## config.mk

```make
export PLATFORM = sky130hd
export DESIGN_NAME = sasb_blend
export DESIGN_NICKNAME = d
export VERILOG_FILES = /design/src/hw/rtl/sasb_pkg.sv /design/src/hw/rtl/sasb_blend.sv
export SDC_FILE = /design/constraint.sdc
export NUM_CORES = 1
export LEC_CHECK = 0
export BUFFER_PORTS_ARGS = -buffer_cell sky130_fd_sc_hd__clkbuf_2
export CAP_MARGIN = 20
export CELL_PAD_IN_SITES_DETAIL_PLACEMENT = 0
export CELL_PAD_IN_SITES_GLOBAL_PLACEMENT = 1
export CORE_MARGIN = 2
export CORE_UTILIZATION = 45
export DETAILED_ROUTE_END_ITERATION = 10
export HOLD_SLACK_MARGIN = 0.1
export PLACE_DENSITY = 0.85
export SYNTH_ARGS = -nofsm -noshare
export SYNTH_HDL_FRONTEND = slang
export SYNTH_SLANG_ARGS = --single-unit
export TNS_END_PERCENT = 5
```

## constraint.sdc

```tcl
create_clock -name clk -period 5.69 [get_ports clk]
set_clock_uncertainty 0.15 [all_clocks]
set_input_delay 0.2845 -clock clk [delete_from_list [all_inputs] [get_ports clk]]
set_output_delay 0.2845 -clock clk [all_outputs]
set_load 0.02 [all_outputs]
```

## src/hw/rtl/sasb_pkg.sv

```systemverilog
package sasb_pkg;

    localparam int MAX_SPRITE_W  = 64;
    localparam int MAX_SPRITE_H  = 64;
    localparam int SCREEN_WIDTH  = 640;
    localparam int SCREEN_HEIGHT = 480;

    localparam int STORE_DEPTH = MAX_SPRITE_W * MAX_SPRITE_H;
    localparam int ADDR_W      = (STORE_DEPTH > 1) ? $clog2(STORE_DEPTH) : 1;

    localparam int PIX_W   = 32;
    localparam int IDX_W   = 12;
    localparam int OFS_W   = 9;
    localparam int POS_W   = 11;
    localparam int SCALE_W = 4;
    localparam int DIM_W   = 7;
    localparam int SCR_W   = 10;
    localparam int CH_W    = 8;
    localparam int MIX_W   = 2 * CH_W;
    localparam int SUM_W   = POS_W + 1;

    localparam int RECIP_SH  = OFS_W + SCALE_W;
    localparam int RECIP_W   = RECIP_SH + 1;
    localparam int PROD_W    = OFS_W + RECIP_W;
    localparam int RECIP_ONE = 1 << RECIP_SH;

    localparam int CFG_IDX_W  = 3;
    localparam int CFG_DATA_W = POS_W;

    localparam logic [CFG_IDX_W-1:0] CFG_ORIGIN_X      = 3'd0;
    localparam logic [CFG_IDX_W-1:0] CFG_ORIGIN_Y      = 3'd1;
    localparam logic [CFG_IDX_W-1:0] CFG_SCALE_FACTOR  = 3'd2;
    localparam logic [CFG_IDX_W-1:0] CFG_MIRROR        = 3'd3;
    localparam logic [CFG_IDX_W-1:0] CFG_SPRITE_WIDTH  = 3'd4;
    localparam logic [CFG_IDX_W-1:0] CFG_SPRITE_HEIGHT = 3'd5;

    localparam logic FUNC_LOAD = 1'b0;
    localparam logic FUNC_DRAW = 1'b1;

    localparam logic [CH_W-1:0] OPAQUE_LIMIT = 8'd250;
    localparam logic [CH_W-1:0] ALPHA_FULL   = 8'hFF;
    localparam logic [CH_W-1:0] CH_MAX       = 8'd255;

    // ceil(2^RECIP_SH / s), exact quotient for every dest offset
    localparam logic [RECIP_W-1:0] RECIP_TAB [16] = '{
        '0,
        RECIP_W'((RECIP_ONE + 0) / 1),
        RECIP_W'((RECIP_ONE + 1) / 2),
        RECIP_W'((RECIP_ONE + 2) / 3),
        RECIP_W'((RECIP_ONE + 3) / 4),
        RECIP_W'((RECIP_ONE + 4) / 5),
        RECIP_W'((RECIP_ONE + 5) / 6),
        RECIP_W'((RECIP_ONE + 6) / 7),
        RECIP_W'((RECIP_ONE + 7) / 8),
        RECIP_W'((RECIP_ONE + 8) / 9),
        RECIP_W'((RECIP_ONE + 9) / 10),
        RECIP_W'((RECIP_ONE + 10) / 11),
        RECIP_W'((RECIP_ONE + 11) / 12),
        RECIP_W'((RECIP_ONE + 12) / 13),
        RECIP_W'((RECIP_ONE + 13) / 14),
        RECIP_W'((RECIP_ONE + 14) / 15)
    };

    typedef struct packed {
        logic [POS_W-1:0]   origin_x;
        logic [POS_W-1:0]   origin_y;
        logic [SCALE_W-1:0] scale_factor;
        logic               mirror;
        logic [DIM_W-1:0]   sprite_width;
        logic [DIM_W-1:0]   sprite_height;
    } cfg_t;

    typedef struct packed {
        logic             func;
        logic [IDX_W-1:0] pixel_index;
        logic [PIX_W-1:0] pixel_value;
        logic [OFS_W-1:0] dest_col;
        logic [OFS_W-1:0] dest_row;
        logic [PIX_W-1:0] screen_pixel;
    } req_t;

    typedef struct packed {
        logic              we;
        logic [ADDR_W-1:0] waddr;
        logic [PIX_W-1:0]  wdata;
        logic              re;
        logic [ADDR_W-1:0] raddr;
    } mem_req_t;

    typedef struct packed {
        logic             valid;
        logic             draw;
        logic [SCR_W-1:0] screen_col;
        logic [SCR_W-1:0] screen_row;
        logic [PIX_W-1:0] screen_pixel;
    } tag_t;

    function automatic logic [CH_W-1:0] div255(input logic [MIX_W-1:0] x);
        logic [MIX_W:0] t;
        t = (MIX_W + 1)'(x) + (MIX_W + 1)'(x >> CH_W) + (MIX_W + 1)'(1);
        return t[MIX_W-1:CH_W];
    endfunction

endpackage

```

## src/hw/rtl/sasb_blend.sv

```systemverilog
module sasb_blend
    import sasb_pkg::*;
(
    input  logic             clk,
    input  logic             rst_n,
    input  logic             adv,
    input  tag_t             tag,
    input  logic [PIX_W-1:0] src_pixel,
    output logic             valid,
    output logic             write_enable,
    output logic [SCR_W-1:0] screen_col,
    output logic [SCR_W-1:0] screen_row,
    output logic [PIX_W-1:0] out_pixel
);

    logic             b_valid_reg;
    logic             b_draw_reg;
    logic [SCR_W-1:0] b_col_reg;
    logic [SCR_W-1:0] b_row_reg;
    logic [PIX_W-1:0] b_dst_reg;

    logic               c_valid_reg;
    logic               c_we_reg;
    logic               c_opaque_reg;
    logic [3*CH_W-1:0]  c_src_reg;
    logic [MIX_W-1:0]   c_mix_reg [3];
    logic [SCR_W-1:0]   c_col_reg;
    logic [SCR_W-1:0]   c_row_reg;

    logic               o_valid_reg;
    logic               o_we_reg;
    logic [SCR_W-1:0]   o_col_reg;
    logic [SCR_W-1:0]   o_row_reg;
    logic [PIX_W-1:0]   o_pixel_reg;

    logic [CH_W-1:0]    alpha;
    logic [CH_W-1:0]    alpha_inv;
    logic               b_we;
    logic [MIX_W-1:0]   mix [3];
    logic [3*CH_W-1:0]  blended;
    logic [PIX_W-1:0]   pixel_next;

    always_ff @(posedge clk or negedge rst_n)
    begin
        if (!rst_n)
        begin
            b_valid_reg <= 1'b0;
            c_valid_reg <= 1'b0;
            o_valid_reg <= 1'b0;
        end
        else if (adv)
        begin
            b_valid_reg <= tag.valid;
            c_valid_reg <= b_valid_reg;
            o_valid_reg <= c_valid_reg;
        end
    end

    // products of source and destination channels
    always_comb
    begin
        alpha     = src_pixel[PIX_W-1 -: CH_W];
        alpha_inv = CH_MAX - alpha;
        b_we      = b_draw_reg && (alpha != '0);
        for (int i = 0; i < 3; i++)
        begin
            mix[i] = MIX_W'(src_pixel[i*CH_W +: CH_W]) * MIX_W'(alpha)
                   + MIX_W'(b_dst_reg[i*CH_W +: CH_W]) * MIX_W'(alpha_inv);
        end
    end

    // divide by 255 and pack; opaque texels pass through, skipped results are zero
    always_comb
    begin
        for (int i = 0; i < 3; i++)
        begin
            blended[i*CH_W +: CH_W] = div255(c_mix_reg[i]);
        end
        if (!c_we_reg)
        begin
            pixel_next = '0;
        end
        else if (c_opaque_reg)
        begin
            pixel_next = {ALPHA_FULL, c_src_reg};
        end
        else
        begin
            pixel_next = {ALPHA_FULL, blended};
        end
    end

    always_ff @(posedge clk)
    begin
        if (adv)
        begin
            b_draw_reg   <= tag.draw;
            b_col_reg    <= tag.screen_col;
            b_row_reg    <= tag.screen_row;
            b_dst_reg    <= tag.screen_pixel;

            c_we_reg     <= b_we;
            c_opaque_reg <= (alpha >= OPAQUE_LIMIT);
            c_src_reg    <= src_pixel[3*CH_W-1:0];
            for (int i = 0; i < 3; i++)
            begin
                c_mix_reg[i] <= mix[i];
            end
            c_col_reg    <= b_we ? b_col_reg : '0;
            c_row_reg    <= b_we ? b_row_reg : '0;

            o_we_reg     <= c_we_reg;
            o_col_reg    <= c_col_reg;
            o_row_reg    <= c_row_reg;
            o_pixel_reg  <= pixel_next;
        end
    end

    assign valid        = o_valid_reg;
    assign write_enable = o_we_reg;
    assign screen_col   = o_col_reg;
    assign screen_row   = o_row_reg;
    assign out_pixel    = o_pixel_reg;

    a_write_opaque: assert property (@(posedge clk) disable iff (!rst_n)
        o_valid_reg && o_we_reg |-> o_pixel_reg[PIX_W-1 -: CH_W] == ALPHA_FULL)
        else $error("written pixel without full alpha");

    a_skip_zero: assert property (@(posedge clk) disable iff (!rst_n)
        o_valid_reg && !o_we_reg |-> o_col_reg == '0 && o_row_reg == '0 && o_pixel_reg == '0)
        else $error("skipped result carries nonzero fields");

    a_write_on_screen: assert property (@(posedge clk) disable iff (!rst_n)
        o_valid_reg && o_we_reg |->
            32'(o_col_reg) < SCREEN_WIDTH && 32'(o_row_reg) < SCREEN_HEIGHT)
        else $error("write outside the screen");

endmodule

```

==> impl_metrics.ini <==
[run_status]
status = finished, final reports clean

[timing]
worstMarginPinSlew_ns = 0.8195
rsz0062_at_grt = true
finalWorstSetupSlack_ns = 0.1364
slew_headroom = 0.4537
setup_viol = 0
min_period_ns = 5.554
finalCritPeriodShare = 0.9760
fmax_ghz = 0.1801
maxSlewViolCount = 0
hold_viol_final = 0
fin_setup_tns_ns = 0
holdWs_ns = 0.1408

[synthesis]
netlist-cell-type-count = 56
async_reset_ff_frac = 0.01596
avgSynthCellArea_um2 = 10.69
synthCells = 1896
yosys_warnings = 0
ys_top_cells_by_area = fa_1, edfxtp_1, ha_1
syn_area_um2 = 20260
synth-main-ff-cell = edfxtp_1
synth_edf_count = 185
yosys.area.top_type = fa_1
synth_common_cells = inv_1, fa_1, ha_1
synth_top_area_share = 0.2845
yosysSeqAreaShare = 0.2779
synth_seq_cells = 188
synth_most_common_cell = inv_1

[critical_path]
slowest_stage = fa_1
cp_max_fo = 6
startpoint_type = input pin
crit_type = input pin to flip-flop
slowest_delay_ns = 0.55
path_cells = dlygate4sd3_1 -> clkbuf_4 -> nand2_1 -> fa_1 -> fa_1 -> inv_1 -> fa_1 -> fa_1 -> fa_1 -> inv_1 -> fa_1 -> inv_1 -> ha_1 -> or2_2 -> a21oi_1 -> o21ba_2 -> a31oi_2 -> nor2b_1 -> xnor2_1
cpLargestDelayFamily = adder cells
worst-path-buf-inv = 5
crit_top_cell = fa_1
cp-end-kind = flip-flop
required_ns = 5.78
crit_arrival_ns = 5.65

[global_routing]
grt_usage = 0.2019
overflow = 0
grt_pass1_vias = 15020
grt_pass1_wl_um = 74100
antenna_found_initial = 1
grt_max_degree = 71

[power_and_ir_drop]
power.leakage_nw = 11.15
p_int_mw = 7.674
p_sw_mw = 6.019
cellPowerDensity_nw_per_um2 = 581.5
power.share.sequential = 0.184
netSwitchingFraction = 0.4396
pwr-share-clk = 0.094
power_mw = 13.69
vdd_drop_max_mv = 0.5319
combPwrFrac = 0.722

[drt]
antenna_left = 0
dr_wl_met3_um = 1614
drt-vias-per-instance = 4.972
drt-met1-wl_um = 19040
first_iter_violations = 678
dr.pass1.iters = 4
avgRoutedWirePerCell_um = 15.98
drc = 0
totalWireLength_um = 43850
wl_met2_um = 22170
top_layer_used = met4
vias = 13640

[clock_network]
path_clk_slew_ns = 0.07
htree_levels = 4
cts_sinks = 188
clk_path_buf_depth = 2
cts_tree = done
clockRootBuffer = clkbuf_16
insertion_delay_ns = 0.48
cts_made_buffers = 17

[final_layout]
area_delta_synth_final_pct = 16.21
postLayoutCoreUtil = 0.5313
layout.nets = 2722
drive_gt1_frac = 0.1223
largest_reg_flops = 48
final.fill_count = 3881
instances_no_fill = 2744
final_area_um2 = 23550

[place]
io_buffers = 134
place_ws_ns = -0.02978
placed_area_um2 = 22130
gp_congestion = 0.8342
dp_hpwl_um = 34130
placedCellCount = 2641

[floorplan]
start_util = 0.4572
die_w_um = 216.2
io_pins = 143
die_area_um2 = 46740
std_cell_rows = 77
die_h_um = 216.2
core_um2 = 44320

[min_path]
hold_class = input pin to flip-flop

[flow_run]
max-cap-violations = 0
per-layer routing:
| layer | GRT usage | vias to the layer above |
|---|---|---|
| met2 | 0.3549 | 268 |
| met4 | 0.06553 | 0 |
| met1 | 0.2545 | 6899 |
| met5 | 0 | - |
| met3 | 0.03186 | 53 |
| li1 | - | 6424 |
cells in the final DEF, fill, tap and decap left out, types with 5 or more instances in the layout:
| master | instances |
|---|---|
| inv_1 | 409 |
| fa_1 | 288 |
| ha_1 | 206 |
| edfxtp_1 | 185 |
| and2_1 | 136 |
| nor2b_1 | 133 |
| clkbuf_2 | 121 |
| nand2_1 | 101 |
| buf_4 | 70 |
| dlygate4sd3_1 | 66 |
| nand2b_1 | 65 |
| a21oi_1 | 43 |
| xnor2_1 | 39 |
| nor2_1 | 37 |
| o21ai_0 | 33 |
| clkbuf_16 | 17 |
| xor2_1 | 15 |
| a211oi_1 | 14 |
| nand3_1 | 13 |
| nor3_1 | 12 |
| nand4_1 | 11 |
| a21o_1 | 10 |
| o21a_1 | 10 |
| buf_12 | 10 |
| mux2_2 | 6 |
| o211ai_1 | 5 |
| or3_1 | 5 |
| and4_1 | 5 |
power by group through the flow:
stage	combinational, mW	sequential (mW)	clock (mW)
floorplan	7.36	2.52	0
global placement	9.38	2.55	0
detailed placement	9.63	2.56	0
CTS	9.73	2.53	1.32
global route	11.4	2.56	1.37
finish	9.88	2.52	1.29
final timing paths:
path                                from          endpoint  slack, ns  depth (start not counted)
min in group asynchronous          rst_n       b_valid_reg       0.55                          3
min reg2reg                 c_row_reg[8]     screen_row[8]       0.27                          0
max reg2reg                b_dst_reg[13]  c_mix_reg[0][28]       0.18                         18
max in group asynchronous          rst_n             valid       4.70                          3
min                         src_pixel[8]      c_src_reg[8]       0.14                          2
max                        src_pixel[14]  c_mix_reg[0][28]       0.14                         19
worst register-to-register path: stages, from the launching register on:
cell	delay [ns]
edfxtp_1	0.45
nor2b_1	0.19
fa_1	0.53
inv_1	0.06
fa_1	0.53
inv_1	0.05
fa_1	0.50
fa_1	0.44
fa_1	0.49
inv_1	0.05
fa_1	0.47
inv_1	0.04
ha_1	0.27
or2_2	0.31
a21oi_1	0.13
o21ba_2	0.18
a31oi_2	0.19
nor2b_1	0.18
xnor2_1	0.07
timing repair:
action / in CTS / in global routing
endpoints found under the setup margin: 0 / 11
setup buffers: 0 / 4
hold buffers: 70 / 0
resized for setup: 0 / 30
endpoints found under the hold margin: 71 / 0
cell families (layout without fill, tap and decap cells):
group                    after synthesis  in the layout  synth area share
flip-flops                           188            188            0.2779
multiplexers                           7              7          0.003828
adder cells (fa/ha/maj)              495            495            0.4123
other                                  1              4         0.0001851
buffers and inverters                467            720           0.08787
XOR/XNOR                              54             54           0.02334
AND/OR/NAND/NOR                      538            538            0.1484
AO/OA/AOI/OAI                        146            146           0.04619
layout make-up:
class / instances / area, µm² / share of cell area
tap: 592 / 740.7 / 0.03146
clock inverter: 13 / 197.7 / 0.008395
antenna: 1 / 2.502 / 0.0001063
multi-input combinational: 1243 / 12910 / 0.5483
inverter: 410 / 1539 / 0.06536
timing repair buffer: 278 / 2093 / 0.08889
sequential: 188 / 5630 / 0.2391
clock buffer: 19 / 432.9 / 0.01838
No activity file was read; power rests on OpenSTA's default activity.
