**config.mk**
```make
export PLATFORM = sky130hd
export DESIGN_NAME = sasb_map
export DESIGN_NICKNAME = d
export VERILOG_FILES = /design/src/hw/rtl/sasb_pkg.sv /design/src/hw/rtl/sasb_map.sv
export SDC_FILE = /design/constraint.sdc
export NUM_CORES = 1
export LEC_CHECK = 0
export ABC_AREA = 0
export BUFFER_PORTS_ARGS = -buffer_cell sky130_fd_sc_hd__buf_2
export CAP_MARGIN = 40
export CORE_ASPECT_RATIO = 1.25
export CORE_MARGIN = 2
export CORE_UTILIZATION = 47
export CTS_CLUSTER_DIAMETER = 80
export DETAILED_ROUTE_END_ITERATION = 6
export PLACE_DENSITY = 0.69
export SLEW_MARGIN = 15
export SYNTH_ARGS = -nofsm -noshare
export SYNTH_HDL_FRONTEND = slang
export SYNTH_SLANG_ARGS = --single-unit
```
**constraint.sdc**
```tcl
create_clock -name clk -period 9.5 [get_ports clk]
set_input_delay 1.425 -clock clk [delete_from_list [all_inputs] [get_ports clk]]
set_output_delay 1.425 -clock clk [all_outputs]
set_load 0.01 [all_outputs]
```
**src/hw/rtl/sasb_pkg.sv**
```systemverilog
package sasb_pkg;

    localparam int MAX_SPRITE_W  = 64;
    localparam int MAX_SPRITE_H  = 64;
    localparam int SCREEN_WIDTH  = 640;
    localparam int SCREEN_HEIGHT = 480;

    localparam int STORE_DEPTH = MAX_SPRITE_W * MAX_SPRITE_H;
    localparam int ADDR_W      = (STORE_DEPTH > 1) ? $clog2(STORE_DEPTH) : 1;

    localparam int PIX_W   = 32;
    localparam int IDX_W   = 12;
    localparam int OFS_W   = 9;
    localparam int POS_W   = 11;
    localparam int SCALE_W = 4;
    localparam int DIM_W   = 7;
    localparam int SCR_W   = 10;
    localparam int CH_W    = 8;
    localparam int MIX_W   = 2 * CH_W;
    localparam int SUM_W   = POS_W + 1;

    localparam int RECIP_SH  = OFS_W + SCALE_W;
    localparam int RECIP_W   = RECIP_SH + 1;
    localparam int PROD_W    = OFS_W + RECIP_W;
    localparam int RECIP_ONE = 1 << RECIP_SH;

    localparam int CFG_IDX_W  = 3;
    localparam int CFG_DATA_W = POS_W;

    localparam logic [CFG_IDX_W-1:0] CFG_ORIGIN_X      = 3'd0;
    localparam logic [CFG_IDX_W-1:0] CFG_ORIGIN_Y      = 3'd1;
    localparam logic [CFG_IDX_W-1:0] CFG_SCALE_FACTOR  = 3'd2;
    localparam logic [CFG_IDX_W-1:0] CFG_MIRROR        = 3'd3;
    localparam logic [CFG_IDX_W-1:0] CFG_SPRITE_WIDTH  = 3'd4;
    localparam logic [CFG_IDX_W-1:0] CFG_SPRITE_HEIGHT = 3'd5;

    localparam logic FUNC_LOAD = 1'b0;
    localparam logic FUNC_DRAW = 1'b1;

    localparam logic [CH_W-1:0] OPAQUE_LIMIT = 8'd250;
    localparam logic [CH_W-1:0] ALPHA_FULL   = 8'hFF;
    localparam logic [CH_W-1:0] CH_MAX       = 8'd255;

    // ceil(2^RECIP_SH / s), exact quotient for every dest offset
    localparam logic [RECIP_W-1:0] RECIP_TAB [16] = '{
        '0,
        RECIP_W'((RECIP_ONE + 0) / 1),
        RECIP_W'((RECIP_ONE + 1) / 2),
        RECIP_W'((RECIP_ONE + 2) / 3),
        RECIP_W'((RECIP_ONE + 3) / 4),
        RECIP_W'((RECIP_ONE + 4) / 5),
        RECIP_W'((RECIP_ONE + 5) / 6),
        RECIP_W'((RECIP_ONE + 6) / 7),
        RECIP_W'((RECIP_ONE + 7) / 8),
        RECIP_W'((RECIP_ONE + 8) / 9),
        RECIP_W'((RECIP_ONE + 9) / 10),
        RECIP_W'((RECIP_ONE + 10) / 11),
        RECIP_W'((RECIP_ONE + 11) / 12),
        RECIP_W'((RECIP_ONE + 12) / 13),
        RECIP_W'((RECIP_ONE + 13) / 14),
        RECIP_W'((RECIP_ONE + 14) / 15)
    };

    typedef struct packed {
        logic [POS_W-1:0]   origin_x;
        logic [POS_W-1:0]   origin_y;
        logic [SCALE_W-1:0] scale_factor;
        logic               mirror;
        logic [DIM_W-1:0]   sprite_width;
        logic [DIM_W-1:0]   sprite_height;
    } cfg_t;

    typedef struct packed {
        logic             func;
        logic [IDX_W-1:0] pixel_index;
        logic [PIX_W-1:0] pixel_value;
        logic [OFS_W-1:0] dest_col;
        logic [OFS_W-1:0] dest_row;
        logic [PIX_W-1:0] screen_pixel;
    } req_t;

    typedef struct packed {
        logic              we;
        logic [ADDR_W-1:0] waddr;
        logic [PIX_W-1:0]  wdata;
        logic              re;
        logic [ADDR_W-1:0] raddr;
    } mem_req_t;

    typedef struct packed {
        logic             valid;
        logic             draw;
        logic [SCR_W-1:0] screen_col;
        logic [SCR_W-1:0] screen_row;
        logic [PIX_W-1:0] screen_pixel;
    } tag_t;

    function automatic logic [CH_W-1:0] div255(input logic [MIX_W-1:0] x);
        logic [MIX_W:0] t;
        t = (MIX_W + 1)'(x) + (MIX_W + 1)'(x >> CH_W) + (MIX_W + 1)'(1);
        return t[MIX_W-1:CH_W];
    endfunction

endpackage

```
**src/hw/rtl/sasb_map.sv**
```systemverilog
module sasb_map
    import sasb_pkg::*;
(
    input  logic     clk,
    input  logic     rst_n,
    input  logic     adv,
    input  logic     in_valid,
    input  req_t     req,
    input  cfg_t     cfg,
    output mem_req_t mem,
    output tag_t     tag
);

    logic              a_valid_reg;
    logic              a_func_reg;
    logic [IDX_W-1:0]  a_pidx_reg;
    logic [PIX_W-1:0]  a_pval_reg;
    logic [PROD_W-1:0] a_qx_reg;
    logic [PROD_W-1:0] a_qy_reg;
    logic              a_scale_ok_reg;
    logic              a_on_screen_reg;
    logic [SCR_W-1:0]  a_col_reg;
    logic [SCR_W-1:0]  a_row_reg;
    logic [PIX_W-1:0]  a_dst_reg;

    logic [RECIP_W-1:0] recip;
    logic [SUM_W-1:0]   scol;
    logic [SUM_W-1:0]   srow;
    logic               on_screen;

    logic [OFS_W-1:0]   sx;
    logic [OFS_W-1:0]   sy;
    logic [DIM_W-1:0]   wc;
    logic [DIM_W-1:0]   hc;
    logic               in_range;
    logic [DIM_W-1:0]   sxm;
    logic [2*DIM_W-1:0] lin;

    // input stage: reciprocal multiply and screen position
    always_comb
    begin
        recip = RECIP_TAB[cfg.scale_factor];
        scol  = {cfg.origin_x[POS_W-1], cfg.origin_x} + SUM_W'(req.dest_col);
        srow  = {cfg.origin_y[POS_W-1], cfg.origin_y} + SUM_W'(req.dest_row);
        on_screen = !scol[SUM_W-1] && (32'(scol) < SCREEN_WIDTH)
                 && !srow[SUM_W-1] && (32'(srow) < SCREEN_HEIGHT);
    end

    always_ff @(posedge clk or negedge rst_n)
    begin
        if (!rst_n)
        begin
            a_valid_reg <= 1'b0;
        end
        else if (adv)
        begin
            a_valid_reg <= in_valid;
        end
    end

    always_ff @(posedge clk)
    begin
        if (adv)
        begin
            a_func_reg      <= req.func;
            a_pidx_reg      <= req.pixel_index;
            a_pval_reg      <= req.pixel_value;
            a_qx_reg        <= PROD_W'(req.dest_col) * PROD_W'(recip);
            a_qy_reg        <= PROD_W'(req.dest_row) * PROD_W'(recip);
            a_scale_ok_reg  <= (cfg.scale_factor != '0);
            a_on_screen_reg <= on_screen;
            a_col_reg       <= scol[SCR_W-1:0];
            a_row_reg       <= srow[SCR_W-1:0];
            a_dst_reg       <= req.screen_pixel;
        end
    end

    // address stage: source coordinates, range check, store address
    always_comb
    begin
        sx = a_qx_reg[RECIP_SH +: OFS_W];
        sy = a_qy_reg[RECIP_SH +: OFS_W];
        wc = (32'(cfg.sprite_width) > MAX_SPRITE_W) ? DIM_W'(MAX_SPRITE_W) : cfg.sprite_width;
        hc = (32'(cfg.sprite_height) > MAX_SPRITE_H) ? DIM_W'(MAX_SPRITE_H) : cfg.sprite_height;
        in_range = a_scale_ok_reg && (wc != '0) && (hc != '0)
                && (sx < OFS_W'(wc)) && (sy < OFS_W'(hc));
        sxm = cfg.mirror ? (wc - DIM_W'(1) - sx[DIM_W-1:0]) : sx[DIM_W-1:0];
        lin = (2*DIM_W)'(sy[DIM_W-1:0]) * (2*DIM_W)'(wc) + (2*DIM_W)'(sxm);

        mem.we    = adv && a_valid_reg && (a_func_reg == FUNC_LOAD)
                 && (32'(a_pidx_reg) < STORE_DEPTH);
        mem.waddr = ADDR_W'(a_pidx_reg);
        mem.wdata = a_pval_reg;
        mem.re    = adv;
        mem.raddr = ADDR_W'(lin);

        tag.valid        = a_valid_reg;
        tag.draw         = a_valid_reg && (a_func_reg == FUNC_DRAW) && in_range
                        && a_on_screen_reg;
        tag.screen_col   = a_col_reg;
        tag.screen_row   = a_row_reg;
        tag.screen_pixel = a_dst_reg;
    end

endmodule

```
==> results of run 1 <==
[per-layer routing]
layer  vias up  global-route usage (%)  wire [um]
li1       5037                       -          -
met2       302                   39.22      17790
met1      5313                   27.44      14570
met5         -                       0          0
met3        46                   3.134       1565
met4         0                   6.206        573
[worst max-delay path: stages]
cell and delay (ns):
buf_2 0.18, nor2b_1 0.59, ha_1 0.37, a21o_1 0.16, a21o_1 0.19, a21o_1 0.18, a21oi_1 0.16, xnor2_1 0.08
mux2i_1 0.19, fa_1 0.46, fa_1 0.47, fa_1 0.56, inv_1 0.04, ha_1 0.32, nor2b_1 0.14, o21a_1 0.20
o41ai_1 0.45, o21ai_0 0.21, xnor2_1 0.15, buf_2 0.14
[per-stage QoR]
| step | cell area (um2) | hold WS (ns) | std cells | utilization, % |
|---|---|---|---|---|
| finish | 16680 | 0.6213 | 2093 | 55.39 |
| global route | 16680 | 0.6407 | 2093 | 55.39 |
| CTS | 16670 | 0.6219 | 2092 | 55.36 |
| detailed placement | 16080 | 0.6096 | 2060 | 53.38 |
| global placement | 16020 | 0.5901 | 2056 | 53.18 |
| floorplan | 14360 | 0.5269 | 1444 | - |
[layout make-up]
| class | count | area [um2] | share of cell area [%] |
|---|---|---|---|
| sequential | 118 | 3538 | 21.21 |
| clock buffer | 18 | 429.2 | 2.573 |
| multi-input combinational | 994 | 9587 | 57.48 |
| clock inverter | 14 | 166.4 | 0.9977 |
| inverter | 283 | 1062 | 6.369 |
| timing repair buffer | 265 | 1395 | 8.364 |
| tap | 401 | 501.7 | 3.008 |
[power by group]
part	internal [mW]	leakage (nW)	switching, mW
clock network	0.395	0.294	0.260
registers	0.680	1.15	0.0566
logic	0.999	6.99	1.28
[logic make-up (layout without fill, tap and decap cells)]
| logic type | count (synthesis) | count (layout) |
|---|---|---|
| xor gates and xnor gates | 58 | 58 |
| muxes | 6 | 6 |
| buffers and inverters | 332 | 580 |
| AOI/OAI and AO/OA | 142 | 142 |
| DFF | 118 | 118 |
| adders and majority gates | 343 | 343 |
| and+or+nand+nor | 445 | 445 |
[cell usage after synthesis, types with 8 or more instances]
| library cell | n | share of area (%) |
|---|---|---|
| inv_1 | 283 | 7.4 |
| and3_1 | 30 | 1.3 |
| nand2_1 | 170 | 4.4 |
| nor2_1 | 34 | 0.89 |
| fa_1 | 199 | 28 |
| ha_1 | 144 | 13 |
| a21o_1 | 16 | 0.84 |
| nor3_1 | 14 | 0.49 |
| nand2b_1 | 8 | 0.35 |
| o21a_1 | 11 | 0.58 |
| o21ai_0 | 23 | 0.80 |
| xor2_1 | 14 | 0.85 |
| nor2b_1 | 19 | 0.83 |
| and2_1 | 133 | 5.8 |
| edfxtp_1 | 117 | 24 |
| xnor2_1 | 44 | 2.7 |
| a21oi_1 | 46 | 1.6 |
| nand3_1 | 12 | 0.42 |
| clkbuf_1 | 42 | 1.1 |
[how the worst max path moves through the flow]
stage	to	depth (start not counted)	slack [ns]
floorplan	mem[11]	20	1.98
global placement	mem[11]	20	1.48
detailed placement	mem[11]	20	1.39
CTS	mem[11]	20	1.39
global route	mem[11]	20	1.10
finish	mem[11]	20	1.37
==> qor.txt, run 1 <==
remaining antenna violation count after routing -> 0
crit end category -> primary output
syn avg cell area -> 9.945 um2
Synth cell types -> 63
layout cells sized above 1 -> 18.79%
HPWL after detailed placement -> 27650 um
Resize count post-CTS -> 0
r2r setup slk -> 8.68 ns
setup TNS -> 0 ns
starting density of the core -> 47.68%
reg2reg start -> a_valid_reg$_DFFE_PN0P_
clock root buffer -> clkbuf_16
Final Hold Viols -> 0
pwr dens -> 219.8 mW/mm2
die area -> 0.03198 mm2
post-layout net count -> 2162
DR vias/cell -> 5.111
Post CTS Setup Buffer Count -> 0
core area -> 0.03012 mm2
Setup violations, final -> 0
most frequent cells in the layout -> inv_1 (283), buf_2 (250), fa_1 (199)
#FFs+latches synth -> 118
Worst-path clk slew -> 0.06 ns
CP Class -> in2out
reg2reg path depth -> 1
total power -> 3.666 mW
Tcrit/Tclk final -> 85.54%
worst setup path start -> cfg[13]
1st-iter DRT viols -> 561
Die X-Extent -> 160.3 um
Hold Crit Depth -> 1
prevailing post-synth register cell -> edfxtp_1
Pre-antenna DRT Iters -> 5
CTS max path bufs -> 2
Die Y -> 199.4 um
RSZ-0062 raised after global routing -> false
post-synthesis compound-gate area fraction -> 6.544%
Mapped Nets -> 1927
Worst-Margin Slew -> 0.8200 ns
HP Class -> reg2reg
CTS tree -> built
Tot GR Track Use -> 21.78%
post-synthesis mux area share -> 0.4444%
worst hold endpoint -> a_valid_reg$_DFFE_PN0P_
final slew viol count -> 0
area growth from synthesis to layout -> 16.15%
sequential area share after synthesis -> 24.64%
post-synthesis adder-cell area fraction -> 40.29%
routability cong. -> 0.8624
# DRC -> 0
number of global-route vias before repair -> 11130
commonest non-fill, non-tap cell in the layout -> inv_1
HP Start -> a_valid_reg$_DFFE_PN0P_
initial antenna violation count -> 0
final WL -> 34510 um
Overflow after GRT -> 0
first-pass GRT wire length -> 55170 um
crit path max fanout -> 14
Mapped Area -> 0.01436 mm2
pre-CTS setup slack -> 1.394 ns
PortBufs -> 251
largest family of logic cells by synthesized area -> adder cells
VDD IR-drop max -> 0.3153 mV
WL per Instance -> 16.49 um
Post-CTS Hold Buffers -> 0
outcome -> finished clean
Async S/R FF share, synth -> 0.8475%
via count -> 10700
Inserted Clock Buffers -> 17
minimum clock period -> 8.126 ns
# Max-Cap Violations -> 0
WP data arrival -> 6.70 ns
# rows -> 71
# diodes -> 0
Leakage -> 8.442 nW
clk_lat worst skew -> 0.41 ns
Post-synth EDFFs -> 117
H-tree Lvls -> 4
xor and xnor area share after synthesis -> 3.538%
clock sinks -> 118
required time of the critical path -> 8.08 ns
IO Count -> 252
relative slew slack -> 45.03%
fill count -> 2653
Post-Syn Instances -> 1444
startpoint types -> input pin
Fmax -> 0.1231 GHz
Ys Warns -> 0
FF-to-FF End -> a_valid_reg$_DFFE_PN0P_
final setup margin -> 1.374 ns
Synth Area in Simple Gates -> 15.76%
pin count of the biggest net entering global routing -> 55
Clock Skews -> 0 ns
Power figures use the tool's default switching activity.
==> inputs of run 2 (changes only) <==
--- a/config.mk
+++ b/config.mk
@@ -6,10 +6,11 @@
 export NUM_CORES = 1
 export LEC_CHECK = 0
 export ABC_AREA = 0
+export ABC_CLOCK_PERIOD_IN_PS = 9500
 export BUFFER_PORTS_ARGS = -buffer_cell sky130_fd_sc_hd__buf_2
 export CAP_MARGIN = 40
 export CORE_ASPECT_RATIO = 1.25
-export CORE_MARGIN = 2
+export CORE_MARGIN = 3
 export CORE_UTILIZATION = 47
 export CTS_CLUSTER_DIAMETER = 80
 export DETAILED_ROUTE_END_ITERATION = 6
==> qor.txt, run 2 (synthesis gave the netlist of run 1 again) <==
outcome -> finished clean
IO Count -> 252
# Max-Cap Violations -> 0
WP data arrival -> 6.66 ns
final setup margin -> 1.420 ns
clock sinks -> 118
area growth from synthesis to layout -> 15.81%
pin count of the biggest net entering global routing -> 68
CTS tree -> built
crit-path most repeated cell -> fa_1
Post CTS Setup Buffer Count -> 0
family with the most delay on the worst path -> adder cells
most frequent cells in the layout -> inv_1 (283), buf_2 (250), fa_1 (199)
minimum clock period -> 8.080 ns
layout cells sized above 1 -> 18.79%
starting density of the core -> 48.36%
clock root buffer -> clkbuf_16
Overflow after GRT -> 0
final slew viol count -> 0
WL per Instance -> 16.68 um
relative slew slack -> 40.04%
power share of the clock group -> 16.5%
# rows -> 70
crit end category -> primary output
Die Y -> 201.4 um
internal power -> 2.037 mW
Pre-antenna DRT Iters -> 5
final WL -> 34850 um
Net Switching -> 1.580 mW
RSZ-0062 raised after global routing -> false
core area -> 0.02969 mm2
met2 wire length -> 17880 um
Leakage -> 8.406 nW
crit path max fanout -> 14
fill count -> 2586
Switching Share -> 43.68%
HP Class -> reg2reg
die area -> 0.03270 mm2
number of global-route vias before repair -> 11230
worst-path cell chain -> buf_2 > nor2b_1 > ha_1 > fa_1 > a21o_1 > a21o_1 > a21o_1 > a21oi_1 > xnor2_1 > mux2_2 > fa_1 > inv_1 > fa_1 > fa_1 > inv_1 > ha_1 > o21a_1 > o41ai_1 > o21ai_0 > xnor2_1 > buf_2
Resize count post-CTS -> 0
pre-CTS setup slack -> 1.432 ns
remaining antenna violation count after routing -> 0
startpoint types -> input pin
top layer reached by signal wires -> met4
H-tree Lvls -> 4
HPWL after detailed placement -> 27850 um
via count -> 10640
# DRC -> 0
CP Class -> in2out
total power -> 3.617 mW
DR vias/cell -> 5.093
Tot GR Track Use -> 21.81%
Slowest cell on crit path -> fa_1
Final Hold Viols -> 0
routability cong. -> 0.8396
Buf+Inv Stages, Crit Path -> 4
1st-iter DRT viols -> 605
commonest non-fill, non-tap cell in the layout -> inv_1
area of the multi-input gates -> 0.009587 mm2
Fmax -> 0.1238 GHz
power share of the combinational group -> 63.1%
Die X-Extent -> 162.3 um
required time of the critical path -> 8.08 ns
setup TNS -> 0 ns
post-layout net count -> 2163
Setup violations, final -> 0
Clock Skews -> 0 ns
initial antenna violation count -> 1
Worst-Margin Slew -> 0.8961 ns
pwr dens -> 217.5 mW/mm2
first-pass GRT wire length -> 57090 um
Worst-path clk slew -> 0.05 ns
clk_lat worst skew -> 0.40 ns
CTS max path bufs -> 2
Max stage delay on crit path -> 0.54 ns
Met1 Wirelength -> 14650 um
Tcrit/Tclk final -> 85.05%
share of power burned in registers -> 20.4%
Post-CTS Hold Buffers -> 0
metal3 WL -> 1691 um
Inserted Clock Buffers -> 17
PortBufs -> 251
register area -> 0.003538 mm2
VDD IR-drop max -> 0.2979 mV
## run 2: path summary, 6_finish.rpt
check / slack (ns) / endpoint / startpoint / cells past startpoint
setup / recovery: 1.42 / mem[11] / cfg[13] / 21
hold / removal: 0.60 / a_valid_reg$_DFFE_PN0P_ / a_valid_reg$_DFFE_PN0P_ / 1
setup reg to reg: 8.70 / a_valid_reg$_DFFE_PN0P_ / a_valid_reg$_DFFE_PN0P_ / 1
hold reg to reg: 0.60 / a_valid_reg$_DFFE_PN0P_ / a_valid_reg$_DFFE_PN0P_ / 1
max in group asynchronous: 8.64 / a_valid_reg$_DFFE_PN0P_ / rst_n / 1
min in group asynchronous: 0.78 / a_valid_reg$_DFFE_PN0P_ / rst_n / 1
## run 2: power by group through the flow
stage	clock, mW	sequential [mW]	combinational, mW
floorplan	0	0.747	1.66
global placement	0	0.745	2.22
detailed placement	0	0.748	2.29
CTS	0.608	0.738	2.30
global route	0.633	0.746	2.62
finish	0.596	0.738	2.28
## run 2: stage by stage
step	util [%]	hold slack (ns)	instances	cell area (um2)
6_report	56.01	0.6023	2089	16630
5_1_grt	56.01	0.6077	2089	16630
4_1_cts	55.94	0.5929	2087	16610
3_5_place_dp	54.08	0.5819	2056	16060
3_3_place_gp	53.97	0.5756	2053	16020
2_1_floorplan	-	0.5269	1444	14360
## run 2: routing by layer
| layer | GRT usage, % | vias to the layer above |
|---|---|---|
| li1 | - | 5042 |
| met3 | 3.110 | 47 |
| met4 | 5.517 | 0 |
| met1 | 27.68 | 5255 |
| met5 | 0 | - |
| met2 | 39.05 | 296 |
## run 2: layout make-up
cell class	count	area share [%]
clock inverters	14	0.7523
diodes	1	0.01505
clock buffers	17	2.558
repair buffers	266	8.388
well taps	396	2.979
flip-flops and latches	118	21.28
inverters	283	6.387
multi-input cells	994	57.64
